[src/rtl/core/codon_stats_table_macros.svh]
// Assertion macros used by the codon statistics table controller.
// Each macro takes a label, the clock, the reset, a condition and its consequence.
`ifndef CODON_STATS_TABLE_MACROS_SVH
`define CODON_STATS_TABLE_MACROS_SVH

// The consequence must hold in the same cycle as the condition.
`define CST_ASSERT_NOW(label, clk, rst, ante, cons) \
   label: assert property (@(posedge clk) disable iff (rst) (ante) |-> (cons)) \
      else $error("codon stats table: assertion failed");

// The consequence must hold in the cycle after the condition.
`define CST_ASSERT_NEXT(label, clk, rst, ante, cons) \
   label: assert property (@(posedge clk) disable iff (rst) (ante) |=> (cons)) \
      else $error("codon stats table: assertion failed");

`endif

[src/rtl/core/cst_pkg.sv]
// ---------------------------------------------------------------------------
// Codon statistics table package
// Types, codes, constants and lookup functions shared by the table RTL.
// ---------------------------------------------------------------------------
`timescale 1ns / 1ps
`default_nettype none

package cst_pkg;

   localparam int VALUE_WIDTH_DEF = 32;
   localparam int FRAC_BITS_DEF   = 16;
   localparam int NUM_ENTRIES     = 64;
   localparam int IDX_W           = 6;
   localparam int NUM_GROUPS      = 21;
   localparam int GRP_W           = 5;

   localparam logic [7:0] LETTER_UNKNOWN = "X";
   localparam logic [7:0] LETTER_STOP    = "*";

   // Amino-acid letter of each codon, codon 0 first.
   localparam logic [0:NUM_ENTRIES-1][7:0] LETTER_TABLE = {
      "KNKNTTTTRSRSIIMI",
      "QHQHPPPPRRRRLLLL",
      "EDEDAAAAGGGGVVVV",
      "*Y*YSSSS*CWCLFLF"};

   typedef enum logic [2:0] {
      CMD_CLEAR   = 3'd0,
      CMD_WRITE   = 3'd1,
      CMD_ACCUM   = 3'd2,
      CMD_PAUSE   = 3'd3,
      CMD_READ    = 3'd4,
      CMD_COMPUTE = 3'd5
   } cmd_type;

   typedef struct packed {
      logic [2:0]         command;
      logic [5:0]         codon;
      logic               codon_known;
      logic signed [31:0] count_in;
      logic signed [31:0] value_in;
      logic signed [31:0] score_in;
   } req_type;

   typedef struct packed {
      logic [7:0]         letter;
      logic signed [31:0] count_out;
      logic signed [31:0] value_out;
      logic signed [31:0] score_out;
      logic               found;
   } rsp_type;

   typedef enum logic [3:0] {
      ST_IDLE,
      ST_EXEC,
      ST_SUM_RD,
      ST_SUM_ADD,
      ST_NRM_RD,
      ST_NRM_DIV,
      ST_NRM_WAIT,
      ST_SC_RD,
      ST_SC_DIV,
      ST_SC_WAIT
   } state_type;

   // Commands from the controller to the datapath.
   typedef struct packed {
      logic accept;
      logic exec;
      logic cmp_init;
      logic k_clear;
      logic k_inc;
      logic rd_k;
      logic sum_add;
      logic div_start_norm;
      logic div_start_score;
      logic wr_norm;
      logic wr_score;
      logic rsp_compute;
   } ctl_type;

   // Status from the datapath to the controller.
   typedef struct packed {
      logic [2:0] cmd;
      logic       k_last;
      logic       div_done;
   } sts_type;

   function automatic logic [7:0] letter_of(input logic [IDX_W-1:0] codon);
      return LETTER_TABLE[codon];
   endfunction

   // Group index of a codon: codons with the same letter share a group.
   function automatic logic [GRP_W-1:0] group_of(input logic [IDX_W-1:0] codon);
      logic [GRP_W-1:0] grp;
      unique case (LETTER_TABLE[codon])
         "K":     grp = 5'd0;
         "N":     grp = 5'd1;
         "T":     grp = 5'd2;
         "R":     grp = 5'd3;
         "S":     grp = 5'd4;
         "I":     grp = 5'd5;
         "M":     grp = 5'd6;
         "Q":     grp = 5'd7;
         "H":     grp = 5'd8;
         "P":     grp = 5'd9;
         "L":     grp = 5'd10;
         "E":     grp = 5'd11;
         "D":     grp = 5'd12;
         "A":     grp = 5'd13;
         "G":     grp = 5'd14;
         "V":     grp = 5'd15;
         "Y":     grp = 5'd16;
         "C":     grp = 5'd17;
         "W":     grp = 5'd18;
         "F":     grp = 5'd19;
         default: grp = 5'd20;
      endcase
      return grp;
   endfunction

endpackage

`default_nettype wire

[src/rtl/core/cst_ctrl.sv]
// ---------------------------------------------------------------------------
// Codon statistics table controller
// Sequences single-entry commands and the multi-pass compute walk.
// ---------------------------------------------------------------------------
`timescale 1ns / 1ps
`default_nettype none

`include "codon_stats_table_macros.svh"

module cst_ctrl (
   input  wire logic             clock,
   input  wire logic             reset,
   input  wire logic             start,
   output logic                  busy,
   input  wire cst_pkg::sts_type sts,
   output cst_pkg::ctl_type      ctl
);

   import cst_pkg::*;

   state_type state_ff, state_in;

   // State register.
   always_ff @(posedge clock) begin
      if (reset) begin
         state_ff <= ST_IDLE;
      end else begin
         state_ff <= state_in;
      end
   end

   // Next state and datapath commands.
   always_comb begin
      state_in = state_ff;
      ctl      = '0;
      unique case (state_ff)
         ST_IDLE: begin
            if (start) begin
               ctl.accept = 1'b1;
               state_in   = ST_EXEC;
            end
         end
         ST_EXEC: begin
            if (sts.cmd == CMD_COMPUTE) begin
               ctl.cmp_init = 1'b1;
               ctl.k_clear  = 1'b1;
               state_in     = ST_SUM_RD;
            end else begin
               ctl.exec = 1'b1;
               state_in = ST_IDLE;
            end
         end
         ST_SUM_RD: begin
            ctl.rd_k = 1'b1;
            state_in = ST_SUM_ADD;
         end
         ST_SUM_ADD: begin
            ctl.sum_add = 1'b1;
            if (sts.k_last) begin
               ctl.k_clear = 1'b1;
               state_in    = ST_NRM_RD;
            end else begin
               ctl.k_inc = 1'b1;
               state_in  = ST_SUM_RD;
            end
         end
         ST_NRM_RD: begin
            ctl.rd_k = 1'b1;
            state_in = ST_NRM_DIV;
         end
         ST_NRM_DIV: begin
            ctl.div_start_norm = 1'b1;
            state_in           = ST_NRM_WAIT;
         end
         ST_NRM_WAIT: begin
            if (sts.div_done) begin
               ctl.wr_norm = 1'b1;
               if (sts.k_last) begin
                  ctl.k_clear = 1'b1;
                  state_in    = ST_SC_RD;
               end else begin
                  ctl.k_inc = 1'b1;
                  state_in  = ST_NRM_RD;
               end
            end
         end
         ST_SC_RD: begin
            ctl.rd_k = 1'b1;
            state_in = ST_SC_DIV;
         end
         ST_SC_DIV: begin
            ctl.div_start_score = 1'b1;
            state_in            = ST_SC_WAIT;
         end
         ST_SC_WAIT: begin
            if (sts.div_done) begin
               ctl.wr_score = 1'b1;
               if (sts.k_last) begin
                  ctl.rsp_compute = 1'b1;
                  state_in        = ST_IDLE;
               end else begin
                  ctl.k_inc = 1'b1;
                  state_in  = ST_SC_RD;
               end
            end
         end
         default: begin
            state_in = ST_IDLE;
         end
      endcase
   end

   assign busy = (state_ff != ST_IDLE);

   // A divider result only arrives while the walk waits for it.
   `CST_ASSERT_NOW(a_done_in_wait, clock, reset, sts.div_done,
      (state_ff == ST_NRM_WAIT) || (state_ff == ST_SC_WAIT))
   // An accepted transaction is executed in the next cycle.
   `CST_ASSERT_NEXT(a_accept_exec, clock, reset, ctl.accept, state_ff == ST_EXEC)
   // A compute transaction starts with the summing pass.
   `CST_ASSERT_NEXT(a_compute_sum, clock, reset, ctl.cmp_init, state_ff == ST_SUM_RD)

endmodule

`default_nettype wire

[config.mk]
export PLATFORM = sky130hd
export DESIGN_NAME = cst_ctrl
export DESIGN_NICKNAME = d
export VERILOG_FILES = /design/src/rtl/core/cst_pkg.sv /design/src/rtl/core/cst_ctrl.sv
export VERILOG_INCLUDE_DIRS = /design/src /design/src/rtl/core
export SDC_FILE = /design/constraint.sdc
export NUM_CORES = 1
export LEC_CHECK = 0
export BUFFER_PORTS_ARGS = -buffer_cell sky130_fd_sc_hd__buf_2
export CORE_AREA = 2 2 39 41
export DETAILED_ROUTE_END_ITERATION = 16
export DIE_AREA = 0 0 41 43
export HOLD_SLACK_MARGIN = 0.12
export PLACE_DENSITY_LB_ADDON = 0.08
export SLEW_MARGIN = 10
export SYNTH_ARGS = -nofsm -noshare
export SYNTH_HDL_FRONTEND = slang
export SYNTH_SLANG_ARGS = --single-unit
export TNS_END_PERCENT = 20
[constraint.sdc]
create_clock -name clock -period 1.42 [get_ports clock]
set_input_delay 0.213 -clock clock [delete_from_list [all_inputs] [get_ports clock]]
set_output_delay 0.213 -clock clock [all_outputs]
set_load 0.01 [all_outputs]
* Yosys cells after proc, flatten, opt, wreduce, memory -nomap -nowiden
Cells that the tools add are included.
Cells by class: mux-type cells 27, equality and inequality tests 13, reduce and logical (&&, ||, !) cells 4
Operators with widths (number):
- 4-bit case mux with 10 select lines | 1
- 4-bit by 3-bit equality test with 1-bit output, second input constant | 4
- 2-bit two-way mux | 7
- 1-bit two-way mux | 12
- 4-bit two-way mux | 3
- 4-bit by 2-bit equality test with 1-bit output, second input constant | 2
- 4-bit equality test, second input constant | 2
- 3-bit two-way mux | 2
- 2-bit inequality test, second input constant | 3
- 1-bit case mux with 3 select lines | 2
- 4-bit by 1-bit equality test with 1-bit output, second input constant | 1
- 4-bit logical NOT | 1
- 4-bit nonzero test | 1
- 3-bit equality test, second input constant | 1
- 3-bit AND reduction | 1
- 3-bit OR reduction | 1
Word-level totals: word-level logic and storage cells 45, bits of input ports 8, bits in registers 4, output and inout bits 13

* Depth between registers and ports, before layout
Gate-level depths: netlist of the first run.
word-level depth 3, gate-level depth with buffers 5, mapped depth without buffers 4

* Least setup slack after synthesis of the first run
Ideal clock, no wire load.
path kind register to output, start register state_ff[3], end output ctl[10] (netlist name), stages on the path, launching flop included 4, data required time 1.207 ns, arrival 1.071 ns, setup slack 0.136 ns, buffers on the path 2, cells stage by stage dfxtp_1 buf_2 clkbuf_1 nor4_1
RTL lines:
- start, declared | line cst_ctrl.sv:21 | state_type state_ff, state_in;
- start signal, assigned | line cst_ctrl.sv:28 | state_ff <= state_in;
- end, declared | line cst_ctrl.sv:16 | output cst_pkg::ctl_type ctl

==> results of run 1 <==
## power by group through the flow
stage / sequential [W] / clock [W] / combinational, W
finish: 0.000120 / 0.000148 / 0.000123
global route: 0.000120 / 0.000160 / 0.000133
CTS: 0.000121 / 0.000150 / 0.000113
detailed placement: 0.000120 / 0 / 0.0000983
global placement: 0.000120 / 0 / 0.0000978
floorplan: 0.000121 / 0 / 0.0000583
## cell families after synthesis
| group | after synthesis |
|---|---|
| xor gates and xnor gates | 1 |
| buffers and inverters | 10 |
| AOI/OAI and AO/OA | 19 |
| DFF | 4 |
| and+or+nand+nor | 44 |
## placed cells by master (no fill, tap or decap), types with 3 or more instances in the layout
| cell | count |
|---|---|
| and3_1 | 3 |
| dfxtp_2 | 3 |
| clkbuf_4 | 3 |
| nand2_1 | 5 |
| nor3_1 | 4 |
| buf_6 | 5 |
| nor2_1 | 10 |
| o21ai_0 | 4 |
| buf_2 | 20 |
| buf_4 | 11 |
| a21oi_1 | 6 |
## stage by stage
step / power [W] / instances / instance area, um2 / TNS (ps) / utilization
detailed placement: 0.000218 / 117 / 677 / 0 / 0.489
global route: 0.000413 / 127 / 846 / -528 / 0.611
finish: 0.000390 / 127 / 846 / -97.7 / 0.611
global placement: 0.000218 / 117 / 677 / 0 / 0.489
floorplan: 0.000180 / 78 / 514 / 0 / -
CTS: 0.000384 / 126 / 796 / -64.0 / 0.575
## per-layer routing
metal / share of wire / GRT usage
met1: 0.44 / 0.271
met2: 0.50 / 0.338
met3: 0.056 / 0.0471
met4: 0 / 0.0667
met5: 0 / 0
## repair_timing
item	CTS	global route
pin swaps	4	5
setup buffers	6	1
gates cloned	0	0
endpoints found under the hold margin	0	0
resized for setup	16	10
setup endpoints to repair	8	11
## synth_stat cells, types with 3 or more instances
master,count,area share
a21oi_1,6,0.058
nor2_1,11,0.080
and3_1,3,0.037
nand2b_1,3,0.037
nor3_1,6,0.058
nand3_1,3,0.029
o21ai_0,5,0.049
nand2_1,6,0.044
dfxtp_1,4,0.16
inv_1,3,0.022
clkbuf_1,4,0.029
## worst max path at each step
| stage | start | end | slack, ps | cells after the start |
|---|---|---|---|---|
| final | state_ff[1] | ctl[9] | -50 | 4 |
| after global routing | state_ff[1] | ctl[8] | -100 | 6 |
| after CTS | state_ff[2] | ctl[7] | -30 | 5 |
| after detailed placement | state_ff[2] | ctl[7] | 100 | 5 |
| after global placement | state_ff[2] | ctl[7] | 120 | 5 |
| after floorplan | state_ff[3] | ctl[10] | 140 | 3 |
## final cells by class
type | instances | area [um2] | share of cell area
Tap cell | 16 | 20.0 | 0.0237
Multi-Input combinational cell | 64 | 450 | 0.533
Timing Repair Buffer | 37 | 254 | 0.300
Clock buffer | 3 | 22.5 | 0.0266
Sequential cell | 4 | 87.6 | 0.104
Inverter | 3 | 11.3 | 0.0133
==> results.py, run 1 <==
metrics = {
    "die": {
        "core_area_um2": 1380,
        "io_pins": 21,
        "die_height_um": 43,
        "start_util": 0.372,
        "die_area_um2": 1760,
        "die_w_um": 41,
        "rows": 14,
    },
    "power_and_ir_drop": {
        "clkPwrFrac": 0.378,
        "power_density_nw_per_um2": 462,
        "p_int_w": 0.000268,
        "seqPwrFrac": 0.306,
        "peakVddDrop_mv": 0.351,
        "p_sw_frac": 0.313,
        "switchingPower_w": 0.000122,
        "combPwrFrac": 0.315,
        "power_leakage_nw": 0.437,
    },
    "clock_network": {
        "cts_tree": "done",
        "postCtsHoldBufs": 0,
        "cts_htree_levels": 1,
        "cts_sinks": 4,
        "clk_root_buffer_cell": "clkbuf_4",
        "path_clk_slew_ps": 40,
        "worstSkewPairLatency_ps": 240,
        "cts_buffers": 3,
        "clk_path_buf_depth": 2,
    },
    "sta": {
        "setup_ws_ps": -45.5,
        "hold_violations": 0,
        "max_freq_mhz": 682,
        "hold_ws_ps": 207,
        "finalSetupViolCount": 4,
        "rsz0062_at_grt": "yes",
        "skew_ps": 6.60,
        "maxSlewViolCount": 0,
        "fin_crit_sh": 1.03,
        "max_slew_margin": 0.797,
        "finalCriticalPeriod_ps": 1470,
        "worstMarginPinSlew_ps": 301,
    },
    "detailed_routing": {
        "viasPerCell": 5.43,
        "wl_mm": 1.68,
        "avgRoutedWirePerCell_um": 13.2,
        "routed-via-count": 689,
        "drtIter0Drc": 11,
        "dr.pass1.iters": 4,
        "detail-route-antenna-nets": 0,
        "drc": 0,
    },
    "synth": {
        "synth_edf_count": 0,
        "synth_cells": 78,
        "synth.area.mux_share": 0,
        "synthArstFlopShare": 0,
        "synth_simple_gate_area_frac": 0.472,
        "ys_seq_area_frac": 0.156,
        "synth_top_family_by_area": "simple AND/OR/NAND/NOR gates",
        "synth_fp_nets": 86,
        "netlist_area_um2": 514,
        "synthFlopType": "dfxtp_1",
        "synth_xor_area_frac": 0.0170,
        "synthAdderAreaFrac": 0,
        "synth-seq-cells": 4,
        "ys_warn_count": 0,
        "synth_cell_types": 30,
        "synth-compound-area-share": 0.270,
        "syn_area_per_cell_um2": 6.59,
    },
    "worst_setup_path": {
        "required_ps": 1210,
        "start_kind": "register",
        "path_buf_inv": 3,
        "reg2reg_depth": 5,
        "worstPathCellList": "buf_6 -> buf_6 -> nor4_2 -> buf_2",
        "cp.arrival_ps": 1250,
        "endpoint_kind": "output pin",
        "critPathTopFamily": "buffers and inverters",
        "slowest_stage": "dfxtp_4",
        "crit_path_max_fanout": 8,
        "reg2reg_slack_ps": 60,
        "crit_top_cell": "buf_6",
        "rr_endpoint": "state_ff[1]",
        "critical_path.max_stage_delay_ps": 350,
        "crit_type": "reg -> out",
        "r2r-start": "state_ff[2]",
    },
    "placement": {
        "place_congestion": 0.863,
        "port_buffers": 20,
        "dp_slack_ps": 99.2,
        "dp_hpwl_mm": 1.11,
    },
    "global_route": {
        "grt_util_all_layers": 0.212,
        "grt_pass1_vias": 603,
        "antenna_found_initial": 0,
        "grt_max_degree": 16,
        "grt_overflow_total": 0,
        "grt_pass1_wl_mm": 2.59,
    },
    "finish": {
        "syn2layout_area_growth_pct": 64.5,
        "top_register": "state_ff",
        "fillers": 137,
        "diodes": 0,
        "largest_reg_flops": 4,
        "nets": 121,
        "reg_top3": "state_ff: 4 flops",
        "drive_above_1_share": 0.523,
    },
    "hold_path": {
        "hold_class": "in -> reg",
        "hold_path_depth": 2,
        "min_from": "reset",
        "whs_endpoint": "state_ff[3]",
    },
    "run_status": {
        "violations": "negative setup slack",
        "status": "finished with violations",
    },
    "job": {
        "drv_cap": 0,
    },
}
Power figures use the tool's default switching activity.
==> run 2, diff against run 1 <==
- ABC_AREA: not set -> 1
==> results.py, run 2 <==
metrics = {
    "run_status": {
        "status": "finished with violations",
        "violations": "negative setup slack",
    },
    "power_and_ir_drop": {
        "p_sw_frac": 0.332,
        "seqPwrFrac": 0.298,
        "clkPwrFrac": 0.321,
        "p_int_w": 0.000286,
        "power_density_nw_per_um2": 656,
        "switchingPower_w": 0.000142,
        "power_leakage_nw": 0.371,
        "combPwrFrac": 0.381,
        "peakVddDrop_mv": 0.381,
    },
    "detailed_routing": {
        "viasPerCell": 4.43,
        "avgRoutedWirePerCell_um": 9.09,
        "wl_mm": 1.07,
        "drc": 0,
        "drtIter0Drc": 5,
        "detail-route-antenna-nets": 0,
        "dr.pass1.iters": 2,
        "routed-via-count": 523,
    },
    "sta": {
        "hold_violations": 0,
        "setup_ws_ps": -20.5,
        "maxSlewViolCount": 0,
        "rsz0062_at_grt": "yes",
        "max_freq_mhz": 694,
        "finalCriticalPeriod_ps": 1440,
        "worstMarginPinSlew_ps": 245,
        "finalSetupViolCount": 3,
        "max_slew_margin": 0.835,
        "fin_crit_sh": 1.01,
        "finalSetupTns_ps": -42.5,
        "hold_ws_ps": 183,
        "skew_ps": 1.17,
    },
    "placement": {
        "place_congestion": 0.738,
        "port_buffers": 20,
        "dp_slack_ps": 114,
        "dpl.cell_count": 107,
        "dp_hpwl_um": 841,
    },
    "worst_setup_path": {
        "cp.arrival_ps": 1230,
        "critical_path.max_stage_delay_ps": 360,
        "crit_path_max_fanout": 5,
        "endpoint_kind": "output pin",
        "start_kind": "register",
        "slowest_stage": "dfxtp_2",
        "worstPathCellList": "inv_2 -> nor2_4 -> nand2_2 -> nand2_1 -> nand3_1 -> nand2_1 -> buf_2",
        "required_ps": 1210,
        "crit_top_cell": "nand2_1",
        "crit_type": "reg -> out",
    },
    "synth": {
        "ys_seq_area_frac": 0.202,
        "netlist_area_um2": 397,
        "synth_cells": 71,
        "syn_area_per_cell_um2": 5.59,
        "synth.most_common_cell": "nand2_1",
        "synth_xor_area_frac": 0,
        "synthTopCellsByArea": "dfxtp_1, nand2_1, nor2_1, nor2_2, inv_1",
        "synthAdderAreaFrac": 0,
        "synth_top_family_by_area": "simple AND/OR/NAND/NOR gates",
        "synth_top_area_cell": "dfxtp_1",
        "synth.area.mux_share": 0,
        "synthArstFlopShare": 0,
        "synth_simple_gate_area_frac": 0.603,
        "synthFlopType": "dfxtp_1",
        "synth-compound-area-share": 0.0915,
        "synth-seq-cells": 4,
        "synth_edf_count": 0,
        "synthTopCellsByCount": "nand2_1, nor2_1, inv_1",
        "ys_warn_count": 0,
        "synth_top_area_share": 0.202,
        "synth_fp_nets": 79,
        "synth_cell_types": 15,
    },
    "job": {
        "drv_cap": 0,
    },
    "die": {
        "io_pins": 21,
        "die_height_um": 43,
        "core_area_um2": 1380,
        "die_w_um": 41,
        "start_util": 0.287,
        "rows": 14,
        "die_area_um2": 1760,
    },
    "finish": {
        "top_register": "state_ff",
        "mostFrequentLayoutCells": "nand2_1, buf_2, nor2_1, buf_4, inv_1",
        "fin_util": 0.471,
        "diodes": 0,
        "drive_above_1_share": 0.549,
        "fillers": 157,
        "syn2layout_area_growth_pct": 64.4,
        "reg_top3": "state_ff: 4 flops",
        "nets": 112,
        "final_cells": 118,
        "largest_reg_flops": 4,
    },
    "clock_network": {
        "path_clk_slew_ps": 30,
        "cts_htree_levels": 1,
        "cts_sinks": 4,
        "clk_path_buf_depth": 2,
        "cts_tree": "done",
        "worstSkewPairLatency_ps": 230,
        "clk_root_buffer_cell": "clkbuf_4",
        "postCtsHoldBufs": 0,
        "cts_buffers": 3,
    },
    "hold_path": {
        "hold_class": "in -> reg",
    },
    "global_route": {
        "grt_pass1_wl_mm": 1.73,
        "grt_util_all_layers": 0.142,
        "antenna_found_initial": 0,
        "grt_overflow_total": 0,
        "grt_max_degree": 7,
        "grt_pass1_vias": 437,
    },
}
==> run 2: repair_timing <==
action | 4_1_cts | 5_1_grt
pin swaps | 4 | 2
gates resized for setup | 13 | 6
setup endpoints to repair | 6 | 9
setup buffers | 7 | 1
==> run 2: worst paths after layout <==
kind / start / endpoint / slack [ps] / cells after the start
worst max-delay path: state_ff[0] / ctl[7] / -20 / 7
worst min-delay path: reset / state_ff[1] / 180 / 2
worst max register to register: state_ff[1] / state_ff[1] / 50 / 11
worst min register to register: state_ff[1] / state_ff[3] / 620 / 3
==> run 2: logic make-up (layout without fill, tap and decap cells) <==
kind of cell / Yosys count / in the layout
simple gates: 50 / 50
compound gates: 6 / 6
buf+inv: 11 / 42
flops: 4 / 4
==> run 2: per-stage QoR <==
| step | area, um2 | total power [W] |
|---|---|---|
| final | 652 | 0.000428 |
| after global placement | 517 | 0.000257 |
| after CTS | 623 | 0.000420 |
| after detailed placement | 517 | 0.000255 |
| after floorplan | 397 | 0.000212 |
| after global routing | 652 | 0.000464 |
==> run 2: routing by layer <==
metal / share of wire / vias up / track usage
met1: 0.43 / 229 / 0.179
li1: - / 283 / -
met4: 0 / 0 / 0.0600
met5: 0 / - / 0
met3: 0.039 / 0 / 0.0314
met2: 0.53 / 11 / 0.222
==> run 2: final cells by class <==
class	instances	area (um2)	area share
Tap cell	16	20.0	0.0307
Clock buffer	3	22.5	0.0345
Inverter	11	43.8	0.0672
Multi-Input combinational cell	56	307	0.470
Timing Repair Buffer	28	166	0.255
Sequential cell	4	92.6	0.142
==> run 2: power groups by stage <==
stage	sequential, W	clock (W)	combinational, W
after floorplan	0.000129	0	0.0000825
after global placement	0.000131	0	0.000126
after detailed placement	0.000130	0	0.000125
after CTS	0.000126	0.000143	0.000151
after global routing	0.000129	0.000153	0.000181
final	0.000128	0.000137	0.000163
==> run 2: worst max-delay path, delay by kind of cell, from the launching register on <==
kind / cells / cell delay, ps
and+or+nand+nor: 5 / 460
DFF: 1 / 360
buffers and inverters: 2 / 170
